`src/rtl/mcsag_pkg.sv`:
```
// shared types and constants of the mesh cell sample address generator
package mcsag_pkg;

	localparam int COORD_W   = 24;
	localparam int FRAC_W    = 8;
	localparam int PIX_W     = 14;
	localparam int ADDR_W    = 28;
	localparam int IDX_W     = 6;
	localparam int REG_W     = 15;
	localparam int CFG_IDX_W = 2;

	localparam logic [PIX_W-1:0] PIXEL_MAX = '1;

	typedef enum logic [CFG_IDX_W-1:0] {
		REG_IMAGE_WIDTH  = 2'd0,
		REG_IMAGE_HEIGHT = 2'd1,
		REG_ROW_STRIDE   = 2'd2
	} cfg_reg_t;

	typedef struct packed {
		logic signed [COORD_W-1:0] corner0_x;
		logic signed [COORD_W-1:0] corner0_y;
		logic signed [COORD_W-1:0] corner1_x;
		logic signed [COORD_W-1:0] corner1_y;
		logic signed [COORD_W-1:0] corner2_x;
		logic signed [COORD_W-1:0] corner2_y;
		logic signed [COORD_W-1:0] corner3_x;
		logic signed [COORD_W-1:0] corner3_y;
	} cell_t;

	typedef struct packed {
		logic [IDX_W-1:0]  sample_index;
		logic [PIX_W-1:0]  pixel_x;
		logic [PIX_W-1:0]  pixel_y;
		logic [ADDR_W-1:0] pixel_address;
		logic              last_sample;
	} sample_t;

endpackage

```
`src/rtl/mesh_cell_sample_address_gen_top.sv`:
```
// mesh cell sample address generator: bilinear walk over a warped cell, clamp, address
//
//  channel   signals                              direction  handshake
//  command   start, busy, corners                 in         start && !busy
//  result    result_valid, result                 out        strobe, one cycle, no hold-off
//  config    cfg_valid, cfg_ready, cfg_index,     in         cfg_valid && cfg_ready
//            cfg_data
//
// one cell gives SAMPLES_PER_SIDE^2 results (64 at the default), one per clock
// busy drops in the cycle that issues a cell's last sample, so cells run back to
// back with no gap; the issue counter is the only limit on rate
// first result reaches the ports through the five registered stages s1 to s5 behind issue
// reset clears the issue counter and the stage valid bits and sets all three
// registers to 1; config writes are always taken (cfg_ready tied high)
// the result side has no stall, the pipeline advances every cycle
module mesh_cell_sample_address_gen_top #(
	parameter int SAMPLES_PER_SIDE = 8
) (
	input  logic                                clk,
	input  logic                                arst_n,
	// command channel
	input  logic                                start,
	output logic                                busy,
	input  mcsag_pkg::cell_t                    corners,
	// result channel
	output logic                                result_valid,
	output mcsag_pkg::sample_t                  result,
	// configuration channel
	input  logic                                cfg_valid,
	output logic                                cfg_ready,
	input  logic [mcsag_pkg::CFG_IDX_W-1:0]     cfg_index,
	input  logic [mcsag_pkg::REG_W-1:0]         cfg_data
);

	// counter and weight widths
	localparam int IW   = $clog2(SAMPLES_PER_SIDE);
	localparam int CW   = IW + 1;
	localparam int AREA = SAMPLES_PER_SIDE * SAMPLES_PER_SIDE;
	localparam int L    = $clog2(AREA);
	localparam int WW   = L + 2;
	// product and sum widths, signed
	localparam int PRW  = mcsag_pkg::COORD_W + WW;
	localparam int SUMW = PRW + 2;
	// whole-pixel dividend: non-negative sum shifted by the fraction bits
	localparam int VW   = mcsag_pkg::COORD_W - 1 - mcsag_pkg::FRAC_W + L;
	// divide by AREA as multiply by ceil(2^KSH / AREA), exact for VW-bit values
	localparam int KSH  = VW + L;
	localparam int MW   = VW + 2;
	localparam int PW   = VW + MW;
	localparam logic [MW-1:0] MUL_K = MW'((2 ** KSH + AREA - 1) / AREA);

	localparam int PIX_W  = mcsag_pkg::PIX_W;
	localparam int ADDR_W = mcsag_pkg::ADDR_W;
	localparam int IDX_W  = mcsag_pkg::IDX_W;
	localparam int REG_W  = mcsag_pkg::REG_W;

	// clamp limit from an image size: zero size gives 0, oversize saturates
	function automatic logic [PIX_W-1:0] clamp_lim(input logic [REG_W-1:0] size);
		logic [REG_W-1:0] dec;
		dec = size - REG_W'(1);
		if (size == '0) begin
			return '0;
		end else if (dec > REG_W'(mcsag_pkg::PIXEL_MAX)) begin
			return mcsag_pkg::PIXEL_MAX;
		end else begin
			return dec[PIX_W-1:0];
		end
	endfunction

	// ---------------------------------------------------------------
	// configuration registers
	// ---------------------------------------------------------------
	logic [REG_W-1:0] width_q;
	logic [REG_W-1:0] height_q;
	logic [REG_W-1:0] stride_q;

	assign cfg_ready = 1'b1;

	always_ff @(posedge clk or negedge arst_n) begin
		if (!arst_n) begin
			width_q  <= REG_W'(1);
			height_q <= REG_W'(1);
			stride_q <= REG_W'(1);
		end else if (cfg_valid && cfg_ready) begin
			case (cfg_index)
				mcsag_pkg::REG_IMAGE_WIDTH:  width_q  <= cfg_data;
				mcsag_pkg::REG_IMAGE_HEIGHT: height_q <= cfg_data;
				mcsag_pkg::REG_ROW_STRIDE:   stride_q <= cfg_data;
				default: ; // unused index, write dropped
			endcase
		end
	end

	logic [PIX_W-1:0] lim_x;
	logic [PIX_W-1:0] lim_y;

	always_comb begin
		lim_x = clamp_lim(width_q);
		lim_y = clamp_lim(height_q);
	end

	// ---------------------------------------------------------------
	// issue: holds the cell and walks row i, column j
	// ---------------------------------------------------------------
	mcsag_pkg::cell_t cell_q;
	logic [IW-1:0]    row_q;
	logic [IW-1:0]    col_q;
	logic             active_q;
	logic             last_issue;
	logic             accept;

	assign last_issue = active_q && (row_q == IW'(SAMPLES_PER_SIDE - 1))
		&& (col_q == IW'(SAMPLES_PER_SIDE - 1));
	// free again while the final sample goes out, so the next cell follows directly
	assign busy   = active_q && !last_issue;
	assign accept = start && !busy;

	always_ff @(posedge clk or negedge arst_n) begin
		if (!arst_n) begin
			active_q <= 1'b0;
			row_q    <= '0;
			col_q    <= '0;
		end else if (accept) begin
			active_q <= 1'b1;
			row_q    <= '0;
			col_q    <= '0;
		end else if (active_q) begin
			if (last_issue) begin
				active_q <= 1'b0;
			end
			if (col_q == IW'(SAMPLES_PER_SIDE - 1)) begin
				col_q <= '0;
				row_q <= row_q + IW'(1);
			end else begin
				col_q <= col_q + IW'(1);
			end
		end
	end

	always_ff @(posedge clk) begin
		if (accept) begin
			cell_q <= corners;
		end
	end

	// bilinear weights for the sample being issued
	logic [CW-1:0]          row_hi, row_lo, col_hi, col_lo;
	logic signed [WW-1:0]   wgt [4];
	logic signed [mcsag_pkg::COORD_W-1:0] cx [4];
	logic signed [mcsag_pkg::COORD_W-1:0] cy [4];

	always_comb begin
		row_lo = CW'(row_q);
		col_lo = CW'(col_q);
		row_hi = CW'(SAMPLES_PER_SIDE) - row_lo;
		col_hi = CW'(SAMPLES_PER_SIDE) - col_lo;
		wgt[0] = $signed({1'b0, (WW-1)'(row_hi) * (WW-1)'(col_hi)});
		wgt[1] = $signed({1'b0, (WW-1)'(row_hi) * (WW-1)'(col_lo)});
		wgt[2] = $signed({1'b0, (WW-1)'(row_lo) * (WW-1)'(col_hi)});
		wgt[3] = $signed({1'b0, (WW-1)'(row_lo) * (WW-1)'(col_lo)});
		cx[0] = cell_q.corner0_x;
		cy[0] = cell_q.corner0_y;
		cx[1] = cell_q.corner1_x;
		cy[1] = cell_q.corner1_y;
		cx[2] = cell_q.corner2_x;
		cy[2] = cell_q.corner2_y;
		cx[3] = cell_q.corner3_x;
		cy[3] = cell_q.corner3_y;
	end

	// ---------------------------------------------------------------
	// stage 1: weighted corner terms
	// ---------------------------------------------------------------
	logic                  vld_s1;
	logic signed [PRW-1:0] tx_s1 [4];
	logic signed [PRW-1:0] ty_s1 [4];
	logic [IDX_W-1:0]      idx_s1;
	logic                  last_s1;

	always_ff @(posedge clk or negedge arst_n) begin
		if (!arst_n) begin
			vld_s1 <= 1'b0;
		end else begin
			vld_s1 <= active_q;
		end
	end

	always_ff @(posedge clk) begin
		for (int k = 0; k < 4; k++) begin
			tx_s1[k] <= PRW'(cx[k]) * PRW'(wgt[k]);
			ty_s1[k] <= PRW'(cy[k]) * PRW'(wgt[k]);
		end
		idx_s1  <= IDX_W'(row_q) * IDX_W'(SAMPLES_PER_SIDE) + IDX_W'(col_q);
		last_s1 <= last_issue;
	end

	// ---------------------------------------------------------------
	// stage 2: blended Q.8 sums
	// ---------------------------------------------------------------
	logic                   vld_s2;
	logic signed [SUMW-1:0] sx_s2;
	logic signed [SUMW-1:0] sy_s2;
	logic [IDX_W-1:0]       idx_s2;
	logic                   last_s2;

	always_ff @(posedge clk or negedge arst_n) begin
		if (!arst_n) begin
			vld_s2 <= 1'b0;
		end else begin
			vld_s2 <= vld_s1;
		end
	end

	always_ff @(posedge clk) begin
		sx_s2   <= SUMW'(tx_s1[0]) + SUMW'(tx_s1[1]) + SUMW'(tx_s1[2]) + SUMW'(tx_s1[3]);
		sy_s2   <= SUMW'(ty_s1[0]) + SUMW'(ty_s1[1]) + SUMW'(ty_s1[2]) + SUMW'(ty_s1[3]);
		idx_s2  <= idx_s1;
		last_s2 <= last_s1;
	end

	// ---------------------------------------------------------------
	// stage 3: whole pixels, floor of sum over area times 256
	// ---------------------------------------------------------------
	logic [PW-1:0] qx_full, qy_full;

	always_comb begin
		qx_full = (PW'(sx_s2[VW+mcsag_pkg::FRAC_W-1:mcsag_pkg::FRAC_W]) * PW'(MUL_K)) >> KSH;
		qy_full = (PW'(sy_s2[VW+mcsag_pkg::FRAC_W-1:mcsag_pkg::FRAC_W]) * PW'(MUL_K)) >> KSH;
	end

	logic             vld_s3;
	logic [VW-1:0]    qx_s3, qy_s3;
	logic             negx_s3, negy_s3;
	logic [IDX_W-1:0] idx_s3;
	logic             last_s3;

	always_ff @(posedge clk or negedge arst_n) begin
		if (!arst_n) begin
			vld_s3 <= 1'b0;
		end else begin
			vld_s3 <= vld_s2;
		end
	end

	always_ff @(posedge clk) begin
		qx_s3   <= qx_full[VW-1:0];
		qy_s3   <= qy_full[VW-1:0];
		negx_s3 <= sx_s2[SUMW-1];
		negy_s3 <= sy_s2[SUMW-1];
		idx_s3  <= idx_s2;
		last_s3 <= last_s2;
	end

	// ---------------------------------------------------------------
	// stage 4: clamp into the image, negative positions go to 0
	// ---------------------------------------------------------------
	logic             vld_s4;
	logic [PIX_W-1:0] px_s4, py_s4;
	logic [IDX_W-1:0] idx_s4;
	logic             last_s4;

	always_ff @(posedge clk or negedge arst_n) begin
		if (!arst_n) begin
			vld_s4 <= 1'b0;
		end else begin
			vld_s4 <= vld_s3;
		end
	end

	always_ff @(posedge clk) begin
		if (negx_s3) begin
			px_s4 <= '0;
		end else if (qx_s3 > VW'(lim_x)) begin
			px_s4 <= lim_x;
		end else begin
			px_s4 <= qx_s3[PIX_W-1:0];
		end
		if (negy_s3) begin
			py_s4 <= '0;
		end else if (qy_s3 > VW'(lim_y)) begin
			py_s4 <= lim_y;
		end else begin
			py_s4 <= qy_s3[PIX_W-1:0];
		end
		idx_s4  <= idx_s3;
		last_s4 <= last_s3;
	end

	// ---------------------------------------------------------------
	// stage 5: word address, wraps at the address width
	// ---------------------------------------------------------------
	logic               vld_s5;
	mcsag_pkg::sample_t res_s5;

	always_ff @(posedge clk or negedge arst_n) begin
		if (!arst_n) begin
			vld_s5 <= 1'b0;
		end else begin
			vld_s5 <= vld_s4;
		end
	end

	always_ff @(posedge clk) begin
		res_s5.sample_index  <= idx_s4;
		res_s5.pixel_x       <= px_s4;
		res_s5.pixel_y       <= py_s4;
		res_s5.pixel_address <= ADDR_W'(py_s4) * ADDR_W'(stride_q) + ADDR_W'(px_s4);
		res_s5.last_sample   <= last_s4;
	end

	assign result_valid = vld_s5;
	assign result       = res_s5;

endmodule

```
`config.mk`:
```
export PLATFORM = sky130hd
export DESIGN_NAME = mesh_cell_sample_address_gen_top
export DESIGN_NICKNAME = d
export VERILOG_FILES = /design/src/rtl/mcsag_pkg.sv /design/src/rtl/mesh_cell_sample_address_gen_top.sv
export SDC_FILE = /design/constraint.sdc
export NUM_CORES = 2
export LEC_CHECK = 0
export ABC_AREA = 1
export BUFFER_PORTS_ARGS = -buffer_cell sky130_fd_sc_hd__buf_2
export CAP_MARGIN = 30
export CORE_UTILIZATION = 35
export DETAILED_ROUTE_END_ITERATION = 16
export PLACE_DENSITY = 0.57
export SLEW_MARGIN = 30
export SYNTH_ARGS = -nofsm -noshare
export SYNTH_HDL_FRONTEND = slang
export SYNTH_SLANG_ARGS = --single-unit
```
`constraint.sdc`:
```
create_clock -name clk -period 12.7 [get_ports clk]
set_clock_uncertainty 0.05 [all_clocks]
set_input_delay 2.54 -clock clk [delete_from_list [all_inputs] [get_ports clk]]
set_output_delay 2.54 -clock clk [all_outputs]
set_load 0.01 [all_outputs]
```
==> summary.md <==
| Metric | Value |
|---|---|
| Insertion delay to the later sink of the worst-skew pair | `0.75 ns` |
| Synth async-reset ratio | `8.31%` |
| Post-layout min period | `8.20 ns` |
| Total routed wirelength | `216000 µm` |
| FP Rows | `between 150 and 200` |
| Vias in the first global route | `62514` |
| Mapped Cells | `between 9000 and 10000` |
| Slew @ Worst Pin | `0.954 ns` |
| Total setup buffers inserted after CTS | `0` |
| Final nets | `11615` |
| Top delay family on crit path | `adder cells` |
| Drt wl/cell | `17.3 µm` |
| M1 wire length | `104000 µm` |
| Top_reg_cell synth | `dfxtp_1` |
| Clk root buf | `clkbuf_16` |
| Hold Crit Class | `flip-flop to flip-flop` |
| Fillers | `around 23000` |
| Area of the multi-input gates | `54100 µm²` |
| Layout area overhead | `9.88%` |
| Final hold vios | `0` |
| Yosys reg bits | `686` |
| Via density | `4.71` |
| First-pass GRT wire length | `347000 µm` |
| Top layer in use | `met5` |
| Final-report setup violation count | `0` |
| Max Fclk | `0.122 GHz` |
| Placed Cells | `~12000` |
| Crit path top cell by count | `inv_1` |
| Unique masters post-synth | `53` |
| I/O Buffers | `277` |
| Share of cells above drive strength 1 | `5.67%` |
| DR vias | `roughly 60000` |
| GR Util All Layers | `about a fifth` |
| 1st-pass router iterations | `6` |
| Grt total ovfl | `0` |
| Die area | `roughly 230000 µm²` |
| Worst EP arrival | `8.76 ns` |
| Met2 wire len | `95900 µm` |
| CP max-delay cell | `dfrtp_1` |
| Slowest stage delay, CP | `0.60 ns` |
| Average cell area after synthesis | `8.57 µm²` |
| Tcrit/Tclk final | `64.6%` |
| # DRC | `0` |
| Setup CP Type | `flip-flop to flip-flop` |
| CTS Hold Buffers Added | `0` |
| Max-slew violations | `0` |
| Crit path max fanout | `~40` |
| Initial antenna violation count | `23` |
| Maxcap violations | `0` |
| CP startpoint kind | `flip-flop` |
| Number of synthesized flops with an enable pin | `192` |
| Crit. End Element | `flip-flop` |
| Yosys warnings | `0` |
| Core area | `223000 µm²` |
| Die Ht | `477 µm` |
| CTS tree | `built` |
| Max_slew headroom | `36.3%` |
| # IOs | `about 280` |
| H-tree levels | `3` |
| Register Area | `roughly 16000 µm²` |
| Starting Density | `35.4%` |
| RSZ-0062 raised after global routing | `no` |
| Synthesized cell area | `78800 µm²` |
| Cts bufs inserted | `87` |
| Cts repair resizes | `0` |
| Reg clk slew, reported paths | `0.06 ns` |
| Post-route setup TNS | `0 ns` |
| Global placer's final weighted congestion | `0.932` |
| # clock sinks | `just under 700` |
| Core Util, Final | `38.8%` |
| Sequential area share after synthesis | `20.2%` |
| WP data required | `about 13 ns` |
| Hpwl dp | `182000 µm` |
| Largest net degree at the start of global routing | `between 60 and 70` |
| WL met3 | `10400 µm` |
| Chip Width | `477 µm` |
| CP bufs+invs | `10` |
| Post-DRT Antenna Nets | `0` |
| Syn_nets | `11401` |
| Non-Filler Instances | `about 12000` |
| Clock buffer depth | `3` |
| Status | `finished clean` |
| Initial DRC count | `3621` |
-- registers in the layout (all words and copies together), names as in the netlist, 14 cells and up --
register  cells
cell_q      192
tx_s1       127
ty_s1       127
result       63
sx_s2        16
sy_s2        16
height_q     15
qx_s3        15
qy_s3        15
stride_q     15
width_q      15
px_s4        14
py_s4        14
-- routing by layer --
layer | vias up | global-route usage (%)
li1 | 28134 | -
met1 | 29023 | 27.7
met2 | 1312 | 30.6
met3 | 236 | 2.54
met4 | 10 | 4.95
met5 | - | 0
-- path summary, 6_finish.rpt --
path                                 startpoint                       to  slack [ns]  depth (start not counted)
min                           sy_s2[20]$_DFF_P_         qy_s3[6]$_DFF_P_        0.27                          0
max                        row_q[0]$_DFFE_PN0P_     tx_s1[0][28]$_DFF_P_        4.50                         30
max reg2reg                row_q[0]$_DFFE_PN0P_     tx_s1[0][28]$_DFF_P_        4.50                         30
min in group asynchronous                arst_n   result_valid$_DFF_PN0_        1.69                          2
max in group asynchronous                arst_n  stride_q[0]$_DFFE_PN1P_       10.30                          3
min reg2reg                   sy_s2[20]$_DFF_P_         qy_s3[6]$_DFF_P_        0.27                          0
-- layout by cell type, fill, tap and decap left out, types with 37 or more instances in the layout --
cell and count:
a21oi_1 365, a21o_1 50, buf_2 277, nand2_1 1611, xnor2_1 127, edfxtp_1 192, nor2_1 990, a31oi_1 38
nand4_1 37, nand3_1 177, o21ai_0 234, inv_1 2193, o21bai_1 48, xor2_1 197, fa_1 1256, dfxtp_1 437
clkbuf_16 91, ha_1 724, dfrtp_1 54, nor3_1 65
-- final cells by class --
type,count,area share [%]
Inverter,2198,9.53
Antenna cell,7,0.0202
Tap cell,2975,4.30
Timing Repair Buffer,310,1.92
Multi-Input combinational cell,6128,62.4
Sequential cell,686,18.4
Clock inverter,56,0.665
Clock buffer,106,2.71
-- synth_stat cells, types with 54 or more instances --
cell | count | area [µm²]
xor2_1 | 202 | 1770
o21ai_0 | 234 | 1170
dfxtp_1 | 437 | 8750
a21oi_1 | 368 | 1840
xnor2_1 | 130 | 1140
nor2_1 | 991 | 3720
inv_1 | 2193 | 8230
ha_1 | 731 | 9150
nand2_1 | 1612 | 6050
edfxtp_1 | 192 | 5770
fa_1 | 1260 | 25200
dfrtp_1 | 54 | 1350
nor3_1 | 65 | 325
nand3_1 | 177 | 886
clkbuf_1 | 135 | 507
-- metrics by stage --
step / setup WS (ns) / instance area (µm²) / hold slack (ns)
detailed placement: 4.54 / 83600 / 0.262
CTS: 4.50 / 86500 / 0.272
floorplan: 1.37 / 78800 / 0.260
finish: 4.50 / 86600 / 0.271
global route: 4.00 / 86600 / 0.274
global placement: 4.51 / 83600 / 0.262
-- cell families after synthesis --
| logic type | synth area share [%] |
|---|---|
| AO/OA/AOI/OAI | 6.26 |
| XOR/XNOR | 3.69 |
| adder cells (fa/ha/maj) | 43.6 |
| buffers and inverters | 11.4 |
| flip-flops | 20.2 |
| other | 0.00476 |
| AND/OR/NAND/NOR | 14.8 |
Power is left out: the tool's default activity adds up to more than one toggle a clock period on the data nets, which glitch-free logic cannot reach.
